--- src/rtl/core/lts_pkg.sv ---
// Package for the line table substring search block.
// Holds widths, character codes, register indexes, payload structs and the fold function.
// No dependencies.
package lts_pkg;

    localparam int PATTERN_MAX_DEF = 32;
    localparam int LINE_MAX_DEF    = 512;
    localparam int FILTER_CHARS    = 32;
    localparam int CHAR_REGS       = 4;
    localparam int LEN_W           = 6;
    localparam int LIMIT_W         = 10;
    localparam int INDEX_W         = 9;
    localparam int CFG_IDX_W       = 3;
    localparam int CFG_DATA_W      = 64;
    localparam int QUEUE_DEPTH     = 4;
    localparam logic [LIMIT_W-1:0] REPORT_LIMIT_RST = 10'd512;

    localparam logic [7:0] CH_NL    = 8'h0A;
    localparam logic [7:0] CH_US    = 8'h5F;
    localparam logic [7:0] CH_SLASH = 8'h2F;
    localparam logic [7:0] CH_SPACE = 8'h20;
    localparam logic [7:0] CH_UC_A  = 8'h41;
    localparam logic [7:0] CH_UC_Z  = 8'h5A;
    localparam logic [7:0] CASE_OFS = 8'h20;

    typedef enum logic [CFG_IDX_W-1:0] {
        CFG_MODE,
        CFG_FILTER_LENGTH,
        CFG_REPORT_LIMIT,
        CFG_CHARS_A,
        CFG_CHARS_B,
        CFG_CHARS_C,
        CFG_CHARS_D
    } t_cfg_index;

    typedef enum logic {
        KIND_INDEX,
        KIND_SUMMARY
    } t_kind;

    typedef struct packed {
        logic [7:0] table_byte;
        logic       end_of_table;
    } t_item;

    typedef struct packed {
        t_kind              result_kind;
        logic [INDEX_W-1:0] line_index;
        logic [LIMIT_W-1:0] line_count;
        logic [LIMIT_W-1:0] total_matches;
        logic [LIMIT_W-1:0] reported_count;
        logic               last_of_run;
    } t_result;

    typedef struct packed {
        logic             step;
        logic             start;
        logic [7:0]       c;
        logic [7:0]       fc;
        logic [LEN_W-1:0] len;
        logic [LEN_W-1:0] elen;
    } t_cell_ctl;

    function automatic logic [7:0] fold(input logic [7:0] c);
        logic [7:0] r;
        r = c;
        if (c == CH_US || c == CH_SLASH) begin
            r = CH_SPACE;
        end else if (c >= CH_UC_A && c <= CH_UC_Z) begin
            r = c + CASE_OFS;
        end
        return r;
    endfunction

endpackage

--- src/rtl/core/lts_cell.sv ---
// One filter position of the shift-and chain: holds one prefix match bit.
// Also compares its raw character for the exact whole-line check. Uses lts_pkg.
module lts_cell
    import lts_pkg::*;
(
    input  logic             i_clk,
    input  logic             i_rst_n,
    input  t_cell_ctl        i_ctl,
    input  logic [LEN_W-1:0] i_idx,
    input  logic [7:0]       i_fchar,
    input  logic             i_prev,
    output logic             o_bit,
    output logic             o_tap,
    output logic             o_xeq
);

    logic r_bit;
    logic n_bit;
    logic w_base;
    logic w_eq;

    always_comb begin
        w_base = (i_idx == '0) ? 1'b1 : (i_prev & ~i_ctl.start);
        w_eq   = (i_idx < i_ctl.len) && (i_fchar != 8'h00) && (fold(i_fchar) == i_ctl.fc);
        n_bit  = w_base & w_eq;
    end

    always_ff @(posedge i_clk) begin
        if (!i_rst_n) begin
            r_bit <= 1'b0;
        end else if (i_ctl.step) begin
            r_bit <= n_bit;
        end
    end

    assign o_bit = r_bit;
    assign o_tap = n_bit && ((i_idx + LEN_W'(1)) == i_ctl.len);
    assign o_xeq = (i_idx == i_ctl.elen) && (i_fchar == i_ctl.c);

endmodule

--- src/rtl/core/lts_out_queue.sv ---
// Result queue: takes up to two results per transfer, gives one per cycle while i_ready is high.
// Uses lts_pkg.
module lts_out_queue
    import lts_pkg::*;
(
    input  logic    i_clk,
    input  logic    i_rst_n,
    input  logic    i_push0,
    input  t_result i_data0,
    input  logic    i_push1,
    input  t_result i_data1,
    output logic    o_space2,
    output logic    o_valid,
    output t_result o_data,
    input  logic    i_ready
);

    localparam int PW = $clog2(QUEUE_DEPTH);

    t_result      r_mem [QUEUE_DEPTH];
    logic [PW-1:0] r_wp, r_rp;
    logic [PW:0]   r_cnt;
    logic [PW-1:0] w_wp1;
    logic          w_pop;

    assign w_wp1    = r_wp + PW'(1);
    assign w_pop    = o_valid && i_ready;
    assign o_valid  = (r_cnt != '0);
    assign o_data   = r_mem[r_rp];
    assign o_space2 = (r_cnt <= (PW+1)'(QUEUE_DEPTH - 2));

    always_ff @(posedge i_clk) begin
        if (i_push0) begin
            r_mem[r_wp] <= i_data0;
        end
        if (i_push1) begin
            r_mem[w_wp1] <= i_data1;
        end
    end

    always_ff @(posedge i_clk) begin
        if (!i_rst_n) begin
            r_wp  <= '0;
            r_rp  <= '0;
            r_cnt <= '0;
        end else begin
            r_wp  <= r_wp + PW'(i_push0) + PW'(i_push1);
            r_rp  <= r_rp + PW'(w_pop);
            r_cnt <= r_cnt + (PW+1)'(i_push0) + (PW+1)'(i_push1) - (PW+1)'(w_pop);
        end
    end

endmodule

--- src/rtl/core/line_table_substring_search.sv ---
// Top level of the line table substring search: line tracking, counters, config registers.
// Instantiates the lts_cell chain and lts_out_queue. Uses lts_pkg.
//
//  channel   direction  handshake              payload
//  item      in         i_valid / o_ready      i_item   (t_item)
//  result    out        o_valid / i_ready      o_result (t_result)
//  config    in         i_cfg_we               i_cfg_index, i_cfg_data
//
// One table byte per cycle while o_ready is high; each transfer updates the cell chain in that cycle.
// A byte yields zero, one or two results; the four-entry queue drains one per cycle while i_ready is high,
// so o_ready drops while fewer than two entries are free.
// o_ready is low in the cycle after each config write (effective length update).
// Synchronous active-low reset; no clearing pass.
module line_table_substring_search
    import lts_pkg::*;
#(
    parameter int PATTERN_MAX = PATTERN_MAX_DEF,
    parameter int LINE_MAX    = LINE_MAX_DEF
) (
    input  logic                  i_clk,
    input  logic                  i_rst_n,
    input  logic                  i_valid,
    output logic                  o_ready,
    input  t_item                 i_item,
    output logic                  o_valid,
    input  logic                  i_ready,
    output t_result               o_result,
    input  logic                  i_cfg_we,
    input  logic [CFG_IDX_W-1:0]  i_cfg_index,
    input  logic [CFG_DATA_W-1:0] i_cfg_data
);

    localparam int CW   = $clog2(LINE_MAX + 1);
    localparam int CMPW = (CW > LIMIT_W) ? CW : LIMIT_W;

    // configuration
    logic                  r_mode;
    logic [LEN_W-1:0]      r_filter_length;
    logic [LIMIT_W-1:0]    r_report_limit;
    logic [CFG_DATA_W-1:0] r_chars [CHAR_REGS];
    logic [LEN_W-1:0]      r_eff_len, n_eff_len;
    logic                  r_cfg_busy;

    // pass state
    logic          r_line_hit, r_line_open, r_exact_equal;
    logic [LEN_W-1:0] r_exact_length;
    logic [CW-1:0] r_lines_seen, r_matches_seen, r_matches_reported;

    logic          n_line_hit, n_exact_equal;
    logic [LEN_W-1:0] n_exact_length;
    logic [CW-1:0] n_lines_seen, n_matches_seen, n_matches_reported;

    logic [7:0]           w_fchar [PATTERN_MAX];
    logic [PATTERN_MAX-1:0] w_bit, w_tap, w_xeq;
    t_cell_ctl            w_ctl;

    logic    w_acc, w_opening, w_open_now, w_is_nl, w_content, w_close, w_hit, w_emit;
    logic    w_ee_base;
    logic [LEN_W-1:0] w_el_base;
    logic    w_space2;
    t_result w_index_res, w_sum_res;

    for (genvar k = 0; k < PATTERN_MAX; k++) begin : g_fchar
        if (k < FILTER_CHARS) begin : g_reg
            assign w_fchar[k] = r_chars[k / 8][(k % 8) * 8 +: 8];
        end else begin : g_zero
            assign w_fchar[k] = 8'h00;
        end
    end

    always_comb begin
        logic [LEN_W-1:0] lim;
        logic             found;
        lim   = (r_filter_length > LEN_W'(PATTERN_MAX)) ? LEN_W'(PATTERN_MAX) : r_filter_length;
        found = 1'b0;
        n_eff_len = lim;
        for (int k = 0; k < PATTERN_MAX; k++) begin
            if (!found && (LEN_W'(k) < lim) && (w_fchar[k] == 8'h00)) begin
                n_eff_len = LEN_W'(k);
                found     = 1'b1;
            end
        end
    end

    always_ff @(posedge i_clk) begin
        if (!i_rst_n) begin
            r_mode          <= 1'b0;
            r_filter_length <= '0;
            r_report_limit  <= REPORT_LIMIT_RST;
            for (int j = 0; j < CHAR_REGS; j++) begin
                r_chars[j] <= '0;
            end
            r_eff_len       <= '0;
            r_cfg_busy      <= 1'b0;
        end else begin
            r_eff_len  <= n_eff_len;
            r_cfg_busy <= i_cfg_we;
            if (i_cfg_we) begin
                unique case (t_cfg_index'(i_cfg_index))
                    CFG_MODE:          r_mode          <= i_cfg_data[0];
                    CFG_FILTER_LENGTH: r_filter_length <= i_cfg_data[LEN_W-1:0];
                    CFG_REPORT_LIMIT:  r_report_limit  <= i_cfg_data[LIMIT_W-1:0];
                    CFG_CHARS_A:       r_chars[0]      <= i_cfg_data;
                    CFG_CHARS_B:       r_chars[1]      <= i_cfg_data;
                    CFG_CHARS_C:       r_chars[2]      <= i_cfg_data;
                    CFG_CHARS_D:       r_chars[3]      <= i_cfg_data;
                    default: begin
                    end
                endcase
            end
        end
    end

    assign o_ready = w_space2 && !r_cfg_busy;
    assign w_acc   = i_valid && o_ready;

    always_comb begin
        w_opening  = !r_line_open && (r_lines_seen < CW'(LINE_MAX));
        w_open_now = r_line_open || w_opening;
        w_is_nl    = (i_item.table_byte == CH_NL);
        w_content  = w_open_now && !w_is_nl;
        w_close    = w_open_now && (w_is_nl || i_item.end_of_table);

        w_ee_base  = w_opening ? 1'b1 : r_exact_equal;
        w_el_base  = w_opening ? '0 : r_exact_length;

        w_ctl.step  = w_acc && w_content;
        w_ctl.start = w_opening;
        w_ctl.c     = i_item.table_byte;
        w_ctl.fc    = fold(i_item.table_byte);
        w_ctl.len   = r_eff_len;
        w_ctl.elen  = w_el_base;

        n_line_hit     = (w_opening ? 1'b0 : r_line_hit) | (w_content && (|w_tap));
        n_exact_equal  = w_ee_base;
        n_exact_length = w_el_base;
        if (w_content) begin
            if ((w_el_base >= r_eff_len) || !(|w_xeq)) begin
                n_exact_equal = 1'b0;
            end
            if (w_el_base != '1) begin
                n_exact_length = w_el_base + LEN_W'(1);
            end
        end

        n_lines_seen = r_lines_seen + CW'(w_opening);

        if (r_mode) begin
            w_hit = (r_eff_len != '0) && n_exact_equal && (n_exact_length == r_eff_len);
        end else begin
            w_hit = (r_eff_len == '0) || n_line_hit;
        end

        w_emit = w_close && w_hit
              && (CMPW'(r_matches_reported) < CMPW'(r_report_limit))
              && (!r_mode || (r_matches_seen == '0));

        n_matches_seen     = r_matches_seen + CW'(w_close && w_hit);
        n_matches_reported = r_matches_reported + CW'(w_emit);

        w_index_res.result_kind    = KIND_INDEX;
        w_index_res.line_index     = INDEX_W'(n_lines_seen - CW'(1));
        w_index_res.line_count     = '0;
        w_index_res.total_matches  = '0;
        w_index_res.reported_count = '0;
        w_index_res.last_of_run    = !i_item.end_of_table;

        w_sum_res.result_kind    = KIND_SUMMARY;
        w_sum_res.line_index     = '0;
        w_sum_res.line_count     = LIMIT_W'(n_lines_seen);
        w_sum_res.total_matches  = LIMIT_W'(n_matches_seen);
        w_sum_res.reported_count = LIMIT_W'(n_matches_reported);
        w_sum_res.last_of_run    = 1'b1;
    end

    always_ff @(posedge i_clk) begin
        if (!i_rst_n) begin
            r_line_hit         <= 1'b0;
            r_line_open        <= 1'b0;
            r_exact_equal      <= 1'b1;
            r_exact_length     <= '0;
            r_lines_seen       <= '0;
            r_matches_seen     <= '0;
            r_matches_reported <= '0;
        end else if (w_acc) begin
            if (i_item.end_of_table) begin
                r_line_hit         <= 1'b0;
                r_line_open        <= 1'b0;
                r_exact_equal      <= 1'b1;
                r_exact_length     <= '0;
                r_lines_seen       <= '0;
                r_matches_seen     <= '0;
                r_matches_reported <= '0;
            end else begin
                r_line_hit         <= n_line_hit;
                r_line_open        <= w_open_now && !w_close;
                r_exact_equal      <= n_exact_equal;
                r_exact_length     <= n_exact_length;
                r_lines_seen       <= n_lines_seen;
                r_matches_seen     <= n_matches_seen;
                r_matches_reported <= n_matches_reported;
            end
        end
    end

    for (genvar k = 0; k < PATTERN_MAX; k++) begin : g_cell
        logic w_prev;
        if (k == 0) begin : g_first
            assign w_prev = 1'b1;
        end else begin : g_rest
            assign w_prev = w_bit[k-1];
        end
        lts_cell u_cell (
            .i_clk   (i_clk),
            .i_rst_n (i_rst_n),
            .i_ctl   (w_ctl),
            .i_idx   (LEN_W'(k)),
            .i_fchar (w_fchar[k]),
            .i_prev  (w_prev),
            .o_bit   (w_bit[k]),
            .o_tap   (w_tap[k]),
            .o_xeq   (w_xeq[k])
        );
    end

    lts_out_queue u_queue (
        .i_clk    (i_clk),
        .i_rst_n  (i_rst_n),
        .i_push0  (w_acc && (w_emit || i_item.end_of_table)),
        .i_data0  (w_emit ? w_index_res : w_sum_res),
        .i_push1  (w_acc && w_emit && i_item.end_of_table),
        .i_data1  (w_sum_res),
        .o_space2 (w_space2),
        .o_valid  (o_valid),
        .o_data   (o_result),
        .i_ready  (i_ready)
    );

endmodule

--- config.mk ---
export PLATFORM = sky130hd
export DESIGN_NAME = line_table_substring_search
export DESIGN_NICKNAME = d
export VERILOG_FILES = /design/src/rtl/core/lts_pkg.sv /design/src/rtl/core/lts_cell.sv /design/src/rtl/core/lts_out_queue.sv /design/src/rtl/core/line_table_substring_search.sv
export SDC_FILE = /design/constraint.sdc
export NUM_CORES = 2
export LEC_CHECK = 0
export BUFFER_PORTS_ARGS = -buffer_cell sky130_fd_sc_hd__buf_2
export CORE_MARGIN = 1.5
export CORE_UTILIZATION = 25
export CTS_CLUSTER_SIZE = 14
export DETAILED_ROUTE_END_ITERATION = 10
export PLACE_DENSITY = 0.35
export SLEW_MARGIN = 15
export SYNTH_ARGS = -nofsm -noshare
export SYNTH_HDL_FRONTEND = slang
export SYNTH_HIERARCHICAL = 1
export SYNTH_SLANG_ARGS = --single-unit
--- constraint.sdc ---
create_clock -name i_clk -period 15.8 [get_ports i_clk]
set_input_delay 4.74 -clock i_clk [delete_from_list [all_inputs] [get_ports i_clk]]
set_output_delay 4.74 -clock i_clk [all_outputs]
set_load 0.1 [all_outputs]
* Word-level counts from Yosys, hierarchy flattened
Memory sizes are Yosys's and may differ from the RTL's. A register that Yosys moved wholly into a read port is not among the register bits.
Index checks and enable logic that the tools add are counted.
Widths: inputs -> output; s select.
** Operators by class
- Add/sub/neg operators :: 45
- Multipliers :: 0
- Divide/modulo/power cells :: 0
- Magnitude comparators :: 135
- Equality and inequality tests :: 202
- Shifts and indexed selects :: 0
- Muxes and demuxes :: 172
- Bitwise gates (word level) :: 69
- Reduce and logical (&&, ||, !) cells :: 394
** Operators with widths (number)
- $mux 8 :: 66
- $eq 8x8->1 :: 64
- $add 8x6->8 const B :: 33
- $eq 8x6->1 const B :: 33
- $eq 8x7->1 const B :: 33
- $ge 8x7->1 const B :: 33
- $le 8x7->1 const B :: 33
- $logic_not 8->1 :: 32
- $mux 64 :: 4
- $reduce_bool 8->1 :: 32
- $logic_and 1x1->1 :: 241
- $eq 5x6->1 const A :: 32
- $lt 5x6->1 const A :: 32
- $mux 5 :: 32
- $eq 4x6->1 const A :: 16
- $lt 4x6->1 const A :: 16
- $reduce_or 32->1 :: 2
- $and 1x1->1 :: 62
- $mux 1 :: 60
- $eq 3x6->1 const A :: 8
- $lt 3x6->1 const A :: 8
- $mux 41 :: 1
- $logic_or 1x1->1 :: 39
- $logic_not 1->1 :: 38
- other kinds (35) :: 67
** Word-level totals
- Flip-flop bits (word level) :: 101
- Latch bits :: 0
- Memory bits (writable) :: 420
- Bits in read-only memories :: 0
- Input bits :: 81
- Output and inout port bits :: 43
- Word-level logic and storage cells :: 1066
- Memories :: 2
** Memory list
- r_chars :: depth 4, bits a word 64, read ports 4, clocked after memory_dff 0, write ports 4, line line_table_substring_search.sv:40 : logic [CFG_DATA_W-1:0] r_chars [CHAR_REGS];
- u_queue.r_mem :: depth 4, bits a word 41, read ports 1, clocked after memory_dff 1, write ports 2, line lts_out_queue.sv:20 : t_result r_mem [QUEUE_DEPTH];

* Depth between registers and ports, before layout
- Word-level depth :: 129
- Mapped depth :: 28
- Gate-level depth less buffers :: 26

* Modules after synthesis
The synthesis kept the hierarchy.
** By module, submodules not included
- lts_cell :: instances 32, cells an instance 135, area each 967.2 sq um
- line_table_substring_search :: instances 1, cells an instance 1385, area each 15263.4 sq um
- lts_out_queue :: instances 1, cells an instance 441, area each 8321.7 sq um

* Worst setup path before layout
OpenSTA, ideal clock, no wires.
- Path type :: input to register
- Start point :: in i_item[5] (netlist name)
- End point :: mem u_queue/r_mem[2][0] (netlist name) (enable)
- Library setup time :: 0.496 ns
- Data arrival time :: 12.644 ns
- Required time :: 15.304 ns
- Setup slack :: 2.660 ns
- Stages on the path :: 20
- Cells stage by stage :: or3_1 clkbuf_1 o32ai_1 nor4b_1 a21o_1 nor2b_1 mux2i_1 nand4_1 nor4_1 nor4_1 nand4_1 nor2_1 a2bb2oi_1 a211oi_1 a41oi_2 nor2_1 buf_2 o21a_1 nand2b_1 o21ai_0
** RTL lines
- start, declared :: line line_table_substring_search.sv:24 : input t_item i_item,
- end, declared :: line lts_out_queue.sv:20

==> results_dict.tcl <==
set metrics [dict create \
    status "complete, no violations" \
    cts_tree "yes" \
    routedWlPerCell_um 22.6 \
    antenna_found_initial 33 \
    dp_hpwl_um 161000 \
    clock_tree.root_cell "clkbuf_16" \
    nets 7677 \
    h-tree-depth 3 \
    synthToLayoutAreaGrowth_pct 19.3 \
    drv_cap 0 \
    rrSetupSlack_ps 7670 \
    finalNonFillerCells 10197 \
    vdd_drop_max_mv 0.0834 \
    synth_area_um2 54400 \
    num_rows 171 \
    grt_max_degree 65 \
    clock_sinks 521 \
    viasPerCell 4.92 \
    grt_pass1_wl_um 336000 \
    syn_inst 6135 \
    r2r_end "u_queue/r_mem[0][31]$_DFFE_PP_" \
    io_buffers 123 \
    cp-start-kind "primary input" \
    drc_errors 0 \
    combPwrFrac_pct 30.6 \
    r2r_cells 20 \
    clock_path_buffers 3 \
    coreArea_um2 217000 \
    place_area_um2 62500 \
    power_density_nw_per_um2 78.2 \
    reg2reg_from "r_lines_seen[9]$_SDFFE_PN0P_" \
    internal-power_mw 3.06 \
    drive_gt1_share_pct 9.32 \
    io_pins 124 \
    tns_ps 0 \
    overflow 0 \
    die_area_um2 221000 \
    rsz0062_at_grt "no" \
    skew_ps 50.4 \
    cp_max_fo 42 \
    setup_violations 0 \
    grt_usage_pct 20.4 \
    drtPass1Iterations 6 \
    routed_wl_um 231000 \
    post_cts_buffers 0 \
    cts_buffers 74 \
    cp.required_ps 16170 \
    path_clk_slew_ps 50 \
    period_share_pct 82.5 \
    crit_arrival_ps 13400 \
    crit_type "primary input to flop" \
    drtIter0Drc 4044 \
    p_leak_nw 26.1 \
    synth_warnings 6 \
    via_count 50217 \
    postCtsHoldBufs 0 \
    p_seq_share_pct 35.2 \
    worst_pin_slew_ps 1210 \
    end_kind "flop" \
    timing.final.hold_violations 0 \
    startpoint "i_item[5]" \
    final_max_slew_viol_count 0 \
    fillers 22971 \
    die_w_um 470 \
    ant_nets 0 \
    fin_area_um2 64900 \
    place_congestion 0.871 \
    insertion_delay_ps 740 \
    period_needed_ps 13040 \
    cts-resized-gates 0 \
    grt_pass1_vias 48448 \
    syn_area_per_cell_um2 8.87 \
    hold_class "flop to flop" \
    start_util_pct 25.1 \
    die_height_um 470 \
    clkPwrFrac_pct 34.2 \
    p_sw_share_pct 39.7 \
    dp_cells 10055 \
    max_freq_ghz 0.0767 \
    critPathCapture "u_queue/r_mem[0][31]$_DFFE_PP_" \
    p_switching_mw 2.01 \
    slew_headroom_pct 19.4 \
]
-- power groups by stage --
stage	registers, mW	logic [mW]	clock network, mW
floorplan	1.67	1.25	0
global placement	1.82	1.55	0
detailed placement	1.81	1.55	0
CTS	1.79	1.55	1.79
global route	1.80	1.69	1.84
finish	1.79	1.55	1.74
-- cells in the final DEF (no fill, tap or decap), drive strengths merged, types with 124 or more instances in the layout --
cell / instances
nor3: 124
and2: 309
nor2: 242
nand2: 337
conb: 1101
nand4: 138
a21oi: 232
o21ai: 136
o2111ai: 128
xnor2: 507
inv: 595
buf: 221
ha: 316
edfxtp: 420
mux2: 164
xor2: 268
nand3: 161
nor4: 190
-- worst min-delay path by stage --
stage	start	end	slack [ps]	cells after the start
CTS	r_report_limit[5]$_SDFFE_PN0P_	r_report_limit[5]$_SDFFE_PN0P_	460	2
detailed placement	r_report_limit[5]$_SDFFE_PN0P_	r_report_limit[5]$_SDFFE_PN0P_	450	2
global placement	r_report_limit[4]$_SDFFE_PN0P_	r_report_limit[4]$_SDFFE_PN0P_	450	2
global route	r_report_limit[5]$_SDFFE_PN0P_	r_report_limit[5]$_SDFFE_PN0P_	480	2
floorplan	r_report_limit[1]$_SDFFE_PN0P_	r_report_limit[1]$_SDFFE_PN0P_	440	2
finish	r_report_limit[3]$_SDFFE_PN0P_	r_report_limit[3]$_SDFFE_PN0P_	450	2
-- worst max-delay path, cell delays in order --
cell and delay [ps]:
buf_4 480, or3_1 390, o32ai_1 120, nor4b_1 760
or3b_4 530, buf_4 410, inv_1 130, a22oi_1 160
nand4_1 130, nor4_1 300, nand4_1 120, nor4_1 970
nor4_2 300, nand4_1 150, nor2_1 140, a2bb2oi_1 180
a211oi_1 310, a41oi_2 280, nor4_2 1080, nand3_2 120
buf_4 390, o21ai_4 530, buf_4 490
-- registers in the layout, summed over array words and instances (netlist names) --
| signal | count |
|---|---|
| r_eff_len | 6 |
| r_exact_equal | 1 |
| r_matches_reported | 10 |
| g_cell.u_cell/o_bit | 31 |
| r_report_limit | 10 |
| r_lines_seen | 10 |
| r_cfg_busy | 1 |
| r_line_hit | 1 |
| u_queue/r_wp | 2 |
| r_matches_seen | 10 |
| u_queue/r_mem | 164 |
| u_queue/r_cnt | 3 |
| r_mode | 1 |
| u_queue/r_rp | 2 |
| r_line_open | 1 |
| r_filter_length | 6 |
| r_chars | 256 |
| r_exact_length | 6 |
-- metrics by stage --
step | setup slack, ps | util (%) | hold slack [ps] | total power, mW
6_report | 2760 | 30.0 | 455 | 5.08
5_1_grt | 2280 | 30.0 | 479 | 5.33
4_1_cts | 2640 | 30.0 | 457 | 5.13
3_5_place_dp | 1900 | 28.8 | 450 | 3.36
3_3_place_gp | 1600 | 28.8 | 449 | 3.36
2_1_floorplan | 2690 | - | 436 | 2.92
-- layout make-up --
type	count	area, µm²	area share, %
Multi-Input combinational cell	5865	40600	62.5
Sequential cell	521	14700	22.6
Tap cell	2854	3570	5.50
Inverter	594	2230	3.44
Clock buffer	94	1990	3.06
Timing Repair Buffer	221	1420	2.18
Clock inverter	41	457	0.703
Antenna cell	7	17.5	0.0270
-- routing by layer --
| metal | vias up | part of all wire (%) | global-route usage (%) | routed length, µm |
|---|---|---|---|---|
| met5 | - | 0.0091 | 0 | 21 |
| met4 | 4 | 2.7 | 5.40 | 6140 |
| met3 | 248 | 4.8 | 2.47 | 11000 |
| met2 | 1449 | 45 | 32.8 | 104000 |
| met1 | 24489 | 47 | 28.6 | 110000 |
| li1 | 24027 | - | - | - |
No activity file was read; power rests on OpenSTA's default activity.
